$ cat config.mk
export PLATFORM = sky130hd
export DESIGN_NAME = mac_allow_list_table_top
export DESIGN_NICKNAME = d
export VERILOG_FILES = /design/src/hw/rtl/mal_pkg.sv /design/src/hw/rtl/mac_allow_list_table_top.sv /design/src/hw/rtl/mal_ram.sv /design/src/hw/rtl/mal_seq.sv
export VERILOG_INCLUDE_DIRS = /design/src /design/src/hw/rtl
export SDC_FILE = /design/constraint.sdc
export NUM_CORES = 2
export LEC_CHECK = 0
export BUFFER_PORTS_ARGS = -buffer_cell sky130_fd_sc_hd__buf_2
export CORE_ASPECT_RATIO = 1.4
export CORE_MARGIN = 5
export CORE_UTILIZATION = 50
export DETAILED_ROUTE_END_ITERATION = 12
export PLACE_DENSITY_LB_ADDON = 0.05
export SLEW_MARGIN = 10
export SYNTH_ARGS = -nofsm -noshare
export SYNTH_HDL_FRONTEND = slang
export SYNTH_SLANG_ARGS = --single-unit
$ cat constraint.sdc
create_clock -name aclk -period 9.8 [get_ports aclk]
set_input_delay 0.98 -clock aclk [delete_from_list [all_inputs] [get_ports aclk]]
set_output_delay 0.98 -clock aclk [all_outputs]
set_load 0.01 [all_outputs]
$ cat src/hw/rtl/mac_allow_list_table_top_macros.svh
// Assertion macros used by the allow-list table sequencer.
`ifndef MAC_ALLOW_LIST_TABLE_TOP_MACROS_SVH
`define MAC_ALLOW_LIST_TABLE_TOP_MACROS_SVH
`ifndef SYNTHESIS
`define MAL_ASSERT(lbl, clk, rstn, prop, msg) \
    lbl: assert property (@(posedge clk) disable iff (!(rstn)) prop) else $error(msg);
`define MAL_NEVER(lbl, clk, rstn, expr, msg) \
    lbl: assert property (@(posedge clk) disable iff (!(rstn)) !(expr)) else $error(msg);
`else
`define MAL_ASSERT(lbl, clk, rstn, prop, msg)
`define MAL_NEVER(lbl, clk, rstn, expr, msg)
`endif
`endif

$ cat src/hw/rtl/mal_pkg.sv
// Types and constants of the MAC allow-list table.
package mal_pkg;

    localparam int OP_W      = 3;
    localparam int ST_W      = 3;
    localparam int MAC_W     = 48;
    localparam int IDX_OUT_W = 5;
    localparam int CNT_OUT_W = 6;
    localparam int MAX_LIST  = 32;
    localparam int OUT_TDATA_W = 64;
    localparam int OUT_PAD_W = OUT_TDATA_W - (IDX_OUT_W + 1 + MAC_W + CNT_OUT_W);

    typedef enum logic [OP_W-1:0] {
        OP_NOP    = 3'd0,
        OP_ADD    = 3'd1,
        OP_DEL    = 3'd2,
        OP_LOOKUP = 3'd3,
        OP_LIST   = 3'd4
    } op_t;

    typedef enum logic [ST_W-1:0] {
        ST_OK    = 3'd0,
        ST_DUP   = 3'd1,
        ST_FULL  = 3'd2,
        ST_MISS  = 3'd3,
        ST_BADOP = 3'd4
    } status_t;

    typedef struct packed {
        logic [ST_W-1:0]      status;
        logic [IDX_OUT_W-1:0] index;
        logic                 accepted;
        logic [MAC_W-1:0]     mac;
        logic [CNT_OUT_W-1:0] count;
        logic                 last;
    } mal_res_t;

endpackage

$ cat src/hw/rtl/mac_allow_list_table_top.sv
// Top level of the MAC allow-list table: stream ports, sequencer and output register.
//
// Each transfer on the input stream carries one command; the block takes it when s_tready is
// high and then works on it alone until its last result has been moved into the output
// register. Nop, bad opcodes and commands on an empty table go straight to the response. Add,
// delete and lookup search the table one entry per cycle through the RAM read port and a
// single 48-bit comparator; a delete that hits an entry then compacts the table behind it
// through the one RAM write port. List gives one result per cycle while the output is not
// stalled, up to 32, with m_tlast on the final one. The table needs no clearing pass after
// reset, since only entries below the entry count are ever used.
module mac_allow_list_table_top
    import mal_pkg::*;
#(
    parameter int TABLE_DEPTH = 32
) (
    input  logic                   aclk,
    input  logic                   aresetn,
    input  logic                   s_tvalid,
    output logic                   s_tready,
    input  logic [MAC_W-1:0]       s_tdata,  // [47:0] mac_address
    input  logic [OP_W-1:0]        s_tuser,  // [2:0] opcode
    output logic                   m_tvalid,
    input  logic                   m_tready,
    // [4:0] match_index, [5] accepted, [53:6] entry_mac, [59:54] entry_count, [63:60] zero
    output logic [OUT_TDATA_W-1:0] m_tdata,
    output logic [ST_W-1:0]        m_tuser,  // [2:0] status
    output logic                   m_tlast
);

    mal_res_t res;
    logic     res_valid;
    logic     out_free;
    mal_res_t out_reg;
    logic     m_tvalid_reg;

    mal_seq #(
        .TABLE_DEPTH(TABLE_DEPTH)
    ) u_seq (
        .aclk     (aclk),
        .aresetn  (aresetn),
        .in_valid (s_tvalid),
        .in_ready (s_tready),
        .in_op    (s_tuser),
        .in_mac   (s_tdata),
        .res_valid(res_valid),
        .res_ready(out_free),
        .res      (res)
    );

    // The output register takes a new result whenever its current one is gone or leaving.
    assign out_free = !m_tvalid_reg || m_tready;

    always_ff @(posedge aclk) begin
        if (!aresetn) begin
            m_tvalid_reg <= 1'b0;
        end else if (out_free) begin
            m_tvalid_reg <= res_valid;
        end
        if (out_free && res_valid) begin
            out_reg <= res;
        end
    end

    assign m_tvalid = m_tvalid_reg;
    assign m_tdata  = {{OUT_PAD_W{1'b0}}, out_reg.count, out_reg.mac, out_reg.accepted,
                       out_reg.index};
    assign m_tuser  = out_reg.status;
    assign m_tlast  = out_reg.last;

endmodule

$ cat src/hw/rtl/mal_ram.sv
// Generic single-write, single-read RAM with registered read data.
module mal_ram #(
    parameter int WIDTH = 48,
    parameter int DEPTH = 32,
    localparam int AW = (DEPTH > 1) ? $clog2(DEPTH) : 1
) (
    input  logic             aclk,
    input  logic             we,
    input  logic [AW-1:0]    waddr,
    input  logic [WIDTH-1:0] wdata,
    input  logic [AW-1:0]    raddr,
    output logic [WIDTH-1:0] rdata
);

    logic [WIDTH-1:0] mem [DEPTH];
    logic [WIDTH-1:0] rdata_reg;

    always_ff @(posedge aclk) begin
        if (we) begin
            mem[waddr] <= wdata;
        end
        rdata_reg <= mem[raddr];
    end

    assign rdata = rdata_reg;

endmodule

$ cat src/hw/rtl/mal_seq.sv
// Sequencer of the allow-list table: search, append, compaction and listing over one RAM.
`include "mac_allow_list_table_top_macros.svh"
module mal_seq
    import mal_pkg::*;
#(
    parameter int TABLE_DEPTH = 32
) (
    input  logic             aclk,
    input  logic             aresetn,
    input  logic             in_valid,
    output logic             in_ready,
    input  logic [OP_W-1:0]  in_op,
    input  logic [MAC_W-1:0] in_mac,
    output logic             res_valid,
    input  logic             res_ready,
    output mal_res_t         res
);

    localparam int IDX_W = (TABLE_DEPTH > 1) ? $clog2(TABLE_DEPTH) : 1;
    localparam int CNT_W = $clog2(TABLE_DEPTH + 1);
    localparam int SW    = CNT_W + 7;

    typedef enum logic [4:0] {
        S_IDLE  = 5'b00001,
        S_SCAN  = 5'b00010,
        S_SHIFT = 5'b00100,
        S_LIST  = 5'b01000,
        S_RESP  = 5'b10000
    } state_t;

    state_t               state_reg, state_next;
    logic [OP_W-1:0]      op_reg, op_next;
    logic [MAC_W-1:0]     mac_reg, mac_next;
    logic [IDX_W-1:0]     scan_idx_reg, scan_idx_next;
    logic [CNT_W-1:0]     count_reg, count_next;
    logic [ST_W-1:0]      st_reg, st_next;
    logic [IDX_OUT_W-1:0] res_idx_reg, res_idx_next;
    logic                 acc_reg, acc_next;

    logic             mem_we;
    logic [IDX_W-1:0] mem_waddr;
    logic [MAC_W-1:0] mem_wdata;
    logic [IDX_W-1:0] mem_raddr;
    logic [MAC_W-1:0] rd_data;

    logic [SW-1:0] idx_ext, cnt_ext, list_n;
    logic          match, is_end, is_full, shift_more, list_last;

    mal_ram #(
        .WIDTH(MAC_W),
        .DEPTH(TABLE_DEPTH)
    ) u_ram (
        .aclk (aclk),
        .we   (mem_we),
        .waddr(mem_waddr),
        .wdata(mem_wdata),
        .raddr(mem_raddr),
        .rdata(rd_data)
    );

    assign idx_ext    = SW'(scan_idx_reg);
    assign cnt_ext    = SW'(count_reg);
    assign list_n     = (cnt_ext > SW'(MAX_LIST)) ? SW'(MAX_LIST) : cnt_ext;
    // The single 48-bit comparator, applied to one stored entry per cycle.
    assign match      = (rd_data == mac_reg);
    assign is_end     = (idx_ext + SW'(1)) == cnt_ext;
    assign is_full    = cnt_ext == SW'(TABLE_DEPTH);
    assign shift_more = (idx_ext + SW'(2)) < cnt_ext;
    assign list_last  = (idx_ext + SW'(1)) == list_n;

    assign in_ready = (state_reg == S_IDLE);

    always_comb begin
        res_valid = 1'b0;
        res.status   = st_reg;
        res.index    = res_idx_reg;
        res.accepted = acc_reg;
        res.mac      = '0;
        res.count    = cnt_ext[CNT_OUT_W-1:0];
        res.last     = 1'b1;
        case (state_reg)
            S_LIST: begin
                res_valid    = 1'b1;
                res.status   = ST_OK;
                res.index    = idx_ext[IDX_OUT_W-1:0];
                res.accepted = 1'b0;
                res.mac      = rd_data;
                res.last     = list_last;
            end
            S_RESP: begin
                res_valid = 1'b1;
            end
            default: begin
                res_valid = 1'b0;
            end
        endcase
    end

    always_comb begin
        state_next    = state_reg;
        op_next       = op_reg;
        mac_next      = mac_reg;
        scan_idx_next = scan_idx_reg;
        count_next    = count_reg;
        st_next       = st_reg;
        res_idx_next  = res_idx_reg;
        acc_next      = acc_reg;
        mem_we        = 1'b0;
        mem_waddr     = scan_idx_reg;
        mem_wdata     = rd_data;
        mem_raddr     = '0;
        case (state_reg)
            S_IDLE: begin
                // Entry 0 is read here so that its data is ready in the first scan cycle.
                if (in_valid) begin
                    op_next       = in_op;
                    mac_next      = in_mac;
                    scan_idx_next = '0;
                    st_next       = ST_OK;
                    res_idx_next  = '0;
                    acc_next      = 1'b0;
                    state_next    = S_RESP;
                    case (in_op)
                        OP_NOP: begin
                            st_next = ST_OK;
                        end
                        OP_ADD: begin
                            if (count_reg == '0) begin
                                mem_we     = 1'b1;
                                mem_waddr  = '0;
                                mem_wdata  = in_mac;
                                count_next = CNT_W'(1);
                            end else begin
                                state_next = S_SCAN;
                            end
                        end
                        OP_DEL: begin
                            if (count_reg == '0) begin
                                st_next = ST_MISS;
                            end else begin
                                state_next = S_SCAN;
                            end
                        end
                        OP_LOOKUP: begin
                            if (count_reg == '0) begin
                                acc_next = 1'b1;
                            end else begin
                                state_next = S_SCAN;
                            end
                        end
                        OP_LIST: begin
                            if (count_reg == '0) begin
                                st_next = ST_MISS;
                            end else begin
                                state_next = S_LIST;
                            end
                        end
                        default: begin
                            st_next = ST_BADOP;
                        end
                    endcase
                end
            end
            S_SCAN: begin
                mem_raddr = IDX_W'(idx_ext + SW'(1));
                if (match) begin
                    res_idx_next = idx_ext[IDX_OUT_W-1:0];
                    state_next   = S_RESP;
                    case (op_reg)
                        OP_ADD: begin
                            st_next = ST_DUP;
                        end
                        OP_DEL: begin
                            st_next = ST_OK;
                            // The entry behind the hit is already being read for the shift.
                            if (is_end) begin
                                count_next = count_reg - CNT_W'(1);
                            end else begin
                                state_next = S_SHIFT;
                            end
                        end
                        default: begin
                            st_next  = ST_OK;
                            acc_next = 1'b1;
                        end
                    endcase
                end else if (is_end) begin
                    state_next = S_RESP;
                    case (op_reg)
                        OP_ADD: begin
                            if (is_full) begin
                                st_next = ST_FULL;
                            end else begin
                                mem_we       = 1'b1;
                                mem_waddr    = cnt_ext[IDX_W-1:0];
                                mem_wdata    = mac_reg;
                                count_next   = count_reg + CNT_W'(1);
                                st_next      = ST_OK;
                                res_idx_next = cnt_ext[IDX_OUT_W-1:0];
                            end
                        end
                        default: begin
                            st_next = ST_MISS;
                        end
                    endcase
                end else begin
                    scan_idx_next = IDX_W'(idx_ext + SW'(1));
                end
            end
            S_SHIFT: begin
                // Move entry scan_idx+1 down one place while entry scan_idx+2 is read.
                mem_we    = 1'b1;
                mem_waddr = scan_idx_reg;
                mem_wdata = rd_data;
                mem_raddr = IDX_W'(idx_ext + SW'(2));
                if (shift_more) begin
                    scan_idx_next = IDX_W'(idx_ext + SW'(1));
                end else begin
                    count_next = count_reg - CNT_W'(1);
                    state_next = S_RESP;
                end
            end
            S_LIST: begin
                // Hold the read address while the result is stalled.
                if (res_ready) begin
                    mem_raddr = IDX_W'(idx_ext + SW'(1));
                    if (list_last) begin
                        state_next = S_IDLE;
                    end else begin
                        scan_idx_next = IDX_W'(idx_ext + SW'(1));
                    end
                end else begin
                    mem_raddr = scan_idx_reg;
                end
            end
            S_RESP: begin
                if (res_ready) begin
                    state_next = S_IDLE;
                end
            end
            default: begin
                state_next = S_IDLE;
            end
        endcase
    end

    always_ff @(posedge aclk) begin
        if (!aresetn) begin
            state_reg <= S_IDLE;
            count_reg <= '0;
        end else begin
            state_reg <= state_next;
            count_reg <= count_next;
        end
        op_reg       <= op_next;
        mac_reg      <= mac_next;
        scan_idx_reg <= scan_idx_next;
        st_reg       <= st_next;
        res_idx_reg  <= res_idx_next;
        acc_reg      <= acc_next;
    end

    `MAL_NEVER(a_count_max, aclk, aresetn, cnt_ext > SW'(TABLE_DEPTH), "entry count above depth")
    `MAL_ASSERT(a_count_hold, aclk, aresetn, (state_reg == S_LIST || state_reg == S_RESP) |=> $stable(count_reg), "entry count moved while reporting")
    `MAL_ASSERT(a_shift_del, aclk, aresetn, (state_reg == S_SHIFT) |-> (op_reg == OP_DEL && (idx_ext + SW'(1)) < cnt_ext), "compaction outside a delete")
    `MAL_ASSERT(a_scan_range, aclk, aresetn, (state_reg == S_SCAN || state_reg == S_LIST) |-> (idx_ext < cnt_ext), "scan index beyond valid entries")

endmodule
== Word level (Yosys, flattened, before mapping) ==
Memory sizes are Yosys's and may differ from the RTL's. A register that Yosys moved wholly into a read port is not among the register bits.
Index checks and enable logic that the tools add are counted.
Operators by class
  add/subtract/negate cells: 4
  magnitude comparators: 2
  equal/unequal tests: 33
  mux-type cells: 81
  reduce and logical (&&, ||, !) cells: 20
Operators with widths (count)
  48-bit two-way mux: 7
  5-bit two-way mux: 29
  48-bit case mux with 2 select lines: 1
  6-bit two-way mux: 11
  54-bit two-way mux: 1
  48-bit equality test: 1
  5-bit case mux with 2 select lines: 3
  5-bit case mux with 5 select lines: 1
  5-bit case mux with 4 select lines: 1
  6-bit case mux with 3 select lines: 1
  2-bit inequality test (second input constant): 8
  1-bit two-way mux: 15
  5-bit case mux with 3 select lines: 1
  13-bit equality test: 1
  13-bit by 6-bit equality test with 1-bit output: 1
  13-bit by 6-bit < comparator with 1-bit output: 1
  2-bit by 1-bit inequality test with 1-bit output (second input constant): 6
  3-bit case mux with 2 select lines: 2
  3-bit by 2-bit equality test with 1-bit output (second input constant): 3
  3-bit two-way mux: 3
  9-bit AND reduction: 1
  7-bit AND reduction: 1
  5-bit by 1-bit adder with 6-bit output (second input constant): 1
  5-bit by 2-bit adder with 6-bit output (second input constant): 1
  32 further kinds: 39
Word-level totals
  register bits after elaboration: 141
  RAM bits: 1536
  input port bits: 55
  output and inout bits: 70
  logic and storage cells: 156
  memories kept: 1
Memory list
  u_seq.u_ram.mem: words 32, width 48, rd ports 1, clocked after memory_dff 1, write ports 1, RTL line mal_ram.sv:15  | logic [WIDTH-1:0] mem [DEPTH];

== Depth between registers and ports, before layout ==
  depth in word-level cells: 8
  gate-level depth with buffers: 13
  mapped depth without buffers: 10

== Hierarchy ==
A second synthesis with hierarchy kept.
Second synthesis, totals
  cell total of the unflattened synthesis: 4085
  area total of the unflattened synthesis: 68490.7 um2
Modules (own cells, without submodules)
  mal_ram: times used 1, cells each 3364, area an instance 60724.5 um2, sequential area each 47085.2 um2
  mal_seq: times used 1, cells each 647, area an instance 5753.0 um2, sequential area each 2172.1 um2
  mac_allow_list_table_top: times used 1, cells each 74, area an instance 2013.2 um2, sequential area each 1941.9 um2

== Least setup slack after synthesis ==
Ideal clock, no wire load.
  path kind: register to register
  from: reg u_seq.count_reg[0]
  to: mem u_seq.u_ram.mem[12][0], enable pin
  library setup time: 454 ps
  arrival time: 4595 ps
  required time: 9346 ps
  setup slack: 4751 ps
  stages on the path, launching flop included: 13
  buffers on the path: 2
  clock period less this slack: 5049 ps
  cell sequence: dfxtp_1 -> clkbuf_1 -> inv_1 -> ha_1 -> or4b_1 -> nor2_1 -> a21oi_1 -> nor2_1 -> a41oi_1 -> a22o_1 -> or2_2 -> clkbuf_1 -> nor2_1
Between the ends
  word-level cells in the longest chain between the ends: 8
  elaborated cells between the ends (all ways): 21
  those cells by class: 2 x eq/ne; 18 x mux; 1 x reduce/logical
RTL lines
  from (decl): RTL line mal_seq.sv:35  | logic [CNT_W-1:0] count_reg, count_next;
  from (signal assigned): RTL line mal_seq.sv:253  | count_reg <= count_next;
  6-bit equality test: RTL line mal_seq.sv:67  | assign is_full = cnt_ext == SW'(TABLE_DEPTH);
  1-bit two-way mux: RTL line mal_seq.sv:191  | if (is_full) begin
  1-bit two-way mux: RTL line mal_seq.sv:189  | case (op_reg)
  1-bit two-way mux: RTL line mal_seq.sv:187  | end else if (is_end) begin
  1-bit two-way mux: RTL line mal_seq.sv:166  | if (match) begin
  1-bit case mux with 3 select lines: RTL line mal_seq.sv:112  | case (state_reg)
  1-bit two-way mux: RTL line mal_ram.sv:19  | if (we) begin
  1-bit two-way mux (not written as such): RTL line mal_ram.sv:20  | mem[waddr] <= wdata;
  to (decl): RTL line mal_ram.sv:15
Parallel ways exist; a longest one is shown, timed or not.

== Worst setup path in the final report ==
  from: reg u_seq.mac_reg[29]
  to: mem u_seq.u_ram.mem[1][26], enable pin
Between the ends
  word-level cells in the longest chain between the ends: 5
  elaborated cells between the ends (all ways): 7
  those cells by class: 1 x eq/ne; 6 x mux
RTL lines
  from (decl): RTL line mal_seq.sv:33  | logic [MAC_W-1:0] mac_reg, mac_next;
  from (signal assigned): RTL line mal_seq.sv:256  | mac_reg <= mac_next;
  48-bit equality test *: RTL line mal_seq.sv:65  | assign match = (rd_data == mac_reg);
  1-bit two-way mux: RTL line mal_seq.sv:166
  1-bit case mux with 3 select lines: RTL line mal_seq.sv:112
  1-bit two-way mux: RTL line mal_ram.sv:19
  1-bit two-way mux (not written as such): RTL line mal_ram.sv:20
Mark *: on every way between the ends. The rest lies on a longest branch, timed or not.

==> impl_metrics.env <==
export IMPL_outcome="completed"
export IMPL_rows=163
export IMPL_maxCapViolCount=0
export IMPL_setup_violations_final=0
export IMPL_antenna_found_initial=17
export IMPL_synth_flop_cell="edfxtp_1"
export IMPL_cellLeakagePower_nw=28.9
export IMPL_multiInputGateArea_sq_um=17900
export IMPL_ctsResizeCount=0
export IMPL_core_area_sq_um=141000
export IMPL_drc=0
export IMPL_cts_tree="done"
export IMPL_die_area_sq_um=149000
export IMPL_layout_common_cells="1,665 x edfxtp_1, 1,244 x nand2_1, 481 x and3_1, 205 x mux2i_1, 171 x clkbuf_16"
export IMPL_netlist_cell_type_count=81
export IMPL_synth_seq_area_share_pct=72.6
export IMPL_ys_ff_latch=1725
export IMPL_grtUsageTotal_pct=28.9
export IMPL_synth_edf_count=1665
export IMPL_drive_above_1_share_pct=12.0
export IMPL_vdd_drop_max_mv=0.183
export IMPL_grt_pass1_vias=41943
export IMPL_first_iter_violations=5511
export IMPL_grt_overflow=0
export IMPL_slew_viol_final=0
export IMPL_crit_path_end_kind="flop"
export IMPL_syn_area_sq_um=70500
export IMPL_whs_ns=0.370
export IMPL_largest_reg_flops=1536
export IMPL_routed_wl_microns=218000
export IMPL_syn2layout_area_growth_pct=11.2
export IMPL_synth_warnings=0
export IMPL_grt_pass1_wl_microns=311000
export IMPL_path_class="flop to flop"
export IMPL_slew_limit_headroom_pct=14.5
export IMPL_detail_route_wl_per_cell_microns=30.7
export IMPL_fill_cells=11331
export IMPL_fmax_mhz=166
export IMPL_period_needed_ns=6.02
export IMPL_syn_area_per_cell_sq_um=13.8
export IMPL_holdCritPathClass="primary input to flop"
export IMPL_fin_nets=5231
export IMPL_worstPathRequired_ns=10.22
export IMPL_cts_num_sinks=1725
export IMPL_rsz0062_at_grt="false"
export IMPL_tightest_slew_ns=1.28
export IMPL_port_buffers=120
export IMPL_tns_ns=0
export IMPL_seq_area_sq_um=51200
export IMPL_cts_root_buf="clkbuf_16"
export IMPL_synthCells=5115
export IMPL_dp_hpwl_microns=124000
export IMPL_finalHoldViolations=0
export IMPL_fp_dieH_microns=454
export IMPL_dr_pass1_iters=9
export IMPL_top_register="u_seq.u_ram.mem"
export IMPL_io_pins=125
export IMPL_cts_buffer_depth=3
export IMPL_via_per_inst=6.22
export IMPL_synthArstFlopShare_pct=0
export IMPL_fin_crit_sh_pct=61.4
export IMPL_crit_fanout=57
export IMPL_cts_made_buffers=167
export IMPL_clk_latency_ns=0.81
export IMPL_start_kind="flop"
export IMPL_skew_ns=0.0305
export IMPL_final_common_cell="edfxtp_1"
export IMPL_gp_congestion=0.884
export IMPL_ctsHtreeMaxLevel=4
export IMPL_clkTransAtPathRegs_ns=0.06
export IMPL_vias=44321
export IMPL_ant_nets=0
export IMPL_grt_max_degree=163
export IMPL_start_util_pct=50.2
export IMPL_cts_setup_buffers=0
export IMPL_die_w_microns=327
export IMPL_crit_arrival_ns=6.43
export IMPL_power_density_nw_per_um2=253
export IMPL_holdBufCountCts=0
routing by layer:
| layer | wire length (microns) | vias up | global-route usage, % |
|---|---|---|---|
| met5 | 11 | - | 0 |
| met4 | 7040 | 2 | 8.59 |
| met3 | 19600 | 290 | 5.64 |
| met2 | 101000 | 2058 | 45.2 |
| met1 | 90900 | 22673 | 41.8 |
| li1 | - | 19298 | - |
cell families (layout without fill, tap and decap cells):
family / count (synthesis) / count (layout) / share of synthesized area (%)
simple gates: 2078 / 2078 / 13.5
flops: 1725 / 1725 / 72.6
fa+ha+maj: 10 / 10 / 0.177
compound gates: 612 / 612 / 6.66
other cells: 1 / 12 / 0.00532
xor+xnor: 63 / 63 / 0.782
mux: 253 / 253 / 3.72
buf+inv: 373 / 558 / 2.55
layout make-up:
cell class,count,share of cell area [%]
diodes,8,0.0255
clock buffers,210,5.72
clock inverters,96,1.13
inverters,21,0.100
multi-input cells,3020,22.8
flip-flops and latches,1725,65.3
well taps,1815,2.90
repair buffers,231,2.04
through the flow:
step / std cells / cell area (sq um) / power, mW / utilization [%] / setup WS [ns]
6_report: 7126 / 78400 / 19.8 / 55.8 / 3.78
2_1_floorplan: 5118 / 70500 / 11.7 / - / 4.75
3_3_place_gp: 6812 / 73100 / 13.5 / 52.0 / 3.88
4_1_cts: 7118 / 78400 / 19.9 / 55.8 / 3.84
5_1_grt: 7119 / 78400 / 20.4 / 55.8 / 3.47
3_5_place_dp: 6812 / 73100 / 13.5 / 52.0 / 3.87
final timing paths:
kind | cells past startpoint | slack [ns] | from | endpoint
worst min-delay path | 1 | 0.37 | s_tdata[13] | u_seq.mac_reg[13]
worst min register to register | 1 | 0.52 | u_seq.st_reg[0] | m_tuser[0]
worst max register to register | 10 | 3.78 | u_seq.mac_reg[29] | u_seq.u_ram.mem[1][26]
worst max-delay path | 10 | 3.78 | u_seq.mac_reg[29] | u_seq.u_ram.mem[1][26]
cell usage after synthesis (6+ instances only):
cell type,number,share of area [%]
buf_6,20,0.32
buf_1,21,0.11
nand3_1,111,0.79
nand2_1,1255,6.7
a311oi_1,49,0.61
o21ai_1,69,0.49
and3_1,483,4.3
o21ai_0,40,0.28
and2_1,6,0.053
a222oi_1,6,0.085
dfxtp_1,60,1.7
mux2_4,8,0.17
a221oi_1,47,0.58
nor2_1,107,0.57
edfxtp_1,1665,71
nor3_1,6,0.043
ha_1,10,0.18
mux2_2,39,0.62
nand2b_1,7,0.062
nand4_1,18,0.16
buf_2,116,0.82
nor4_1,53,0.47
xnor2_1,58,0.72
a31oi_1,48,0.43
o31ai_2,9,0.16
inv_1,21,0.11
o41ai_1,17,0.21
o41ai_2,30,0.69
a211oi_1,96,1.0
clkbuf_1,168,0.89
o31ai_1,42,0.45
a21oi_1,19,0.13
buf_4,27,0.29
mux2i_1,205,2.9
a22oi_1,46,0.49
o22ai_1,54,0.48
where the power goes:
| part | switching [mW] | total [mW] | internal [mW] |
|---|---|---|---|
| combinational | 2.79 | 3.46 | 0.671 |
| clock | 2.80 | 6.42 | 3.62 |
| sequential | 0.266 | 9.93 | 9.67 |
worst max-delay path: stages, from the launching register on:
cell and delay, ns:
edfxtp_1 0.40, xnor2_1 0.34, nand4_1 0.16, nor4_1 0.56, nand3_1 0.66, a41oi_4 0.31, buf_4 0.60, a22o_1 0.30
nand4_1 0.48, nor2_4 1.03, buf_4 0.70
(Power assumes the default switching activity.)
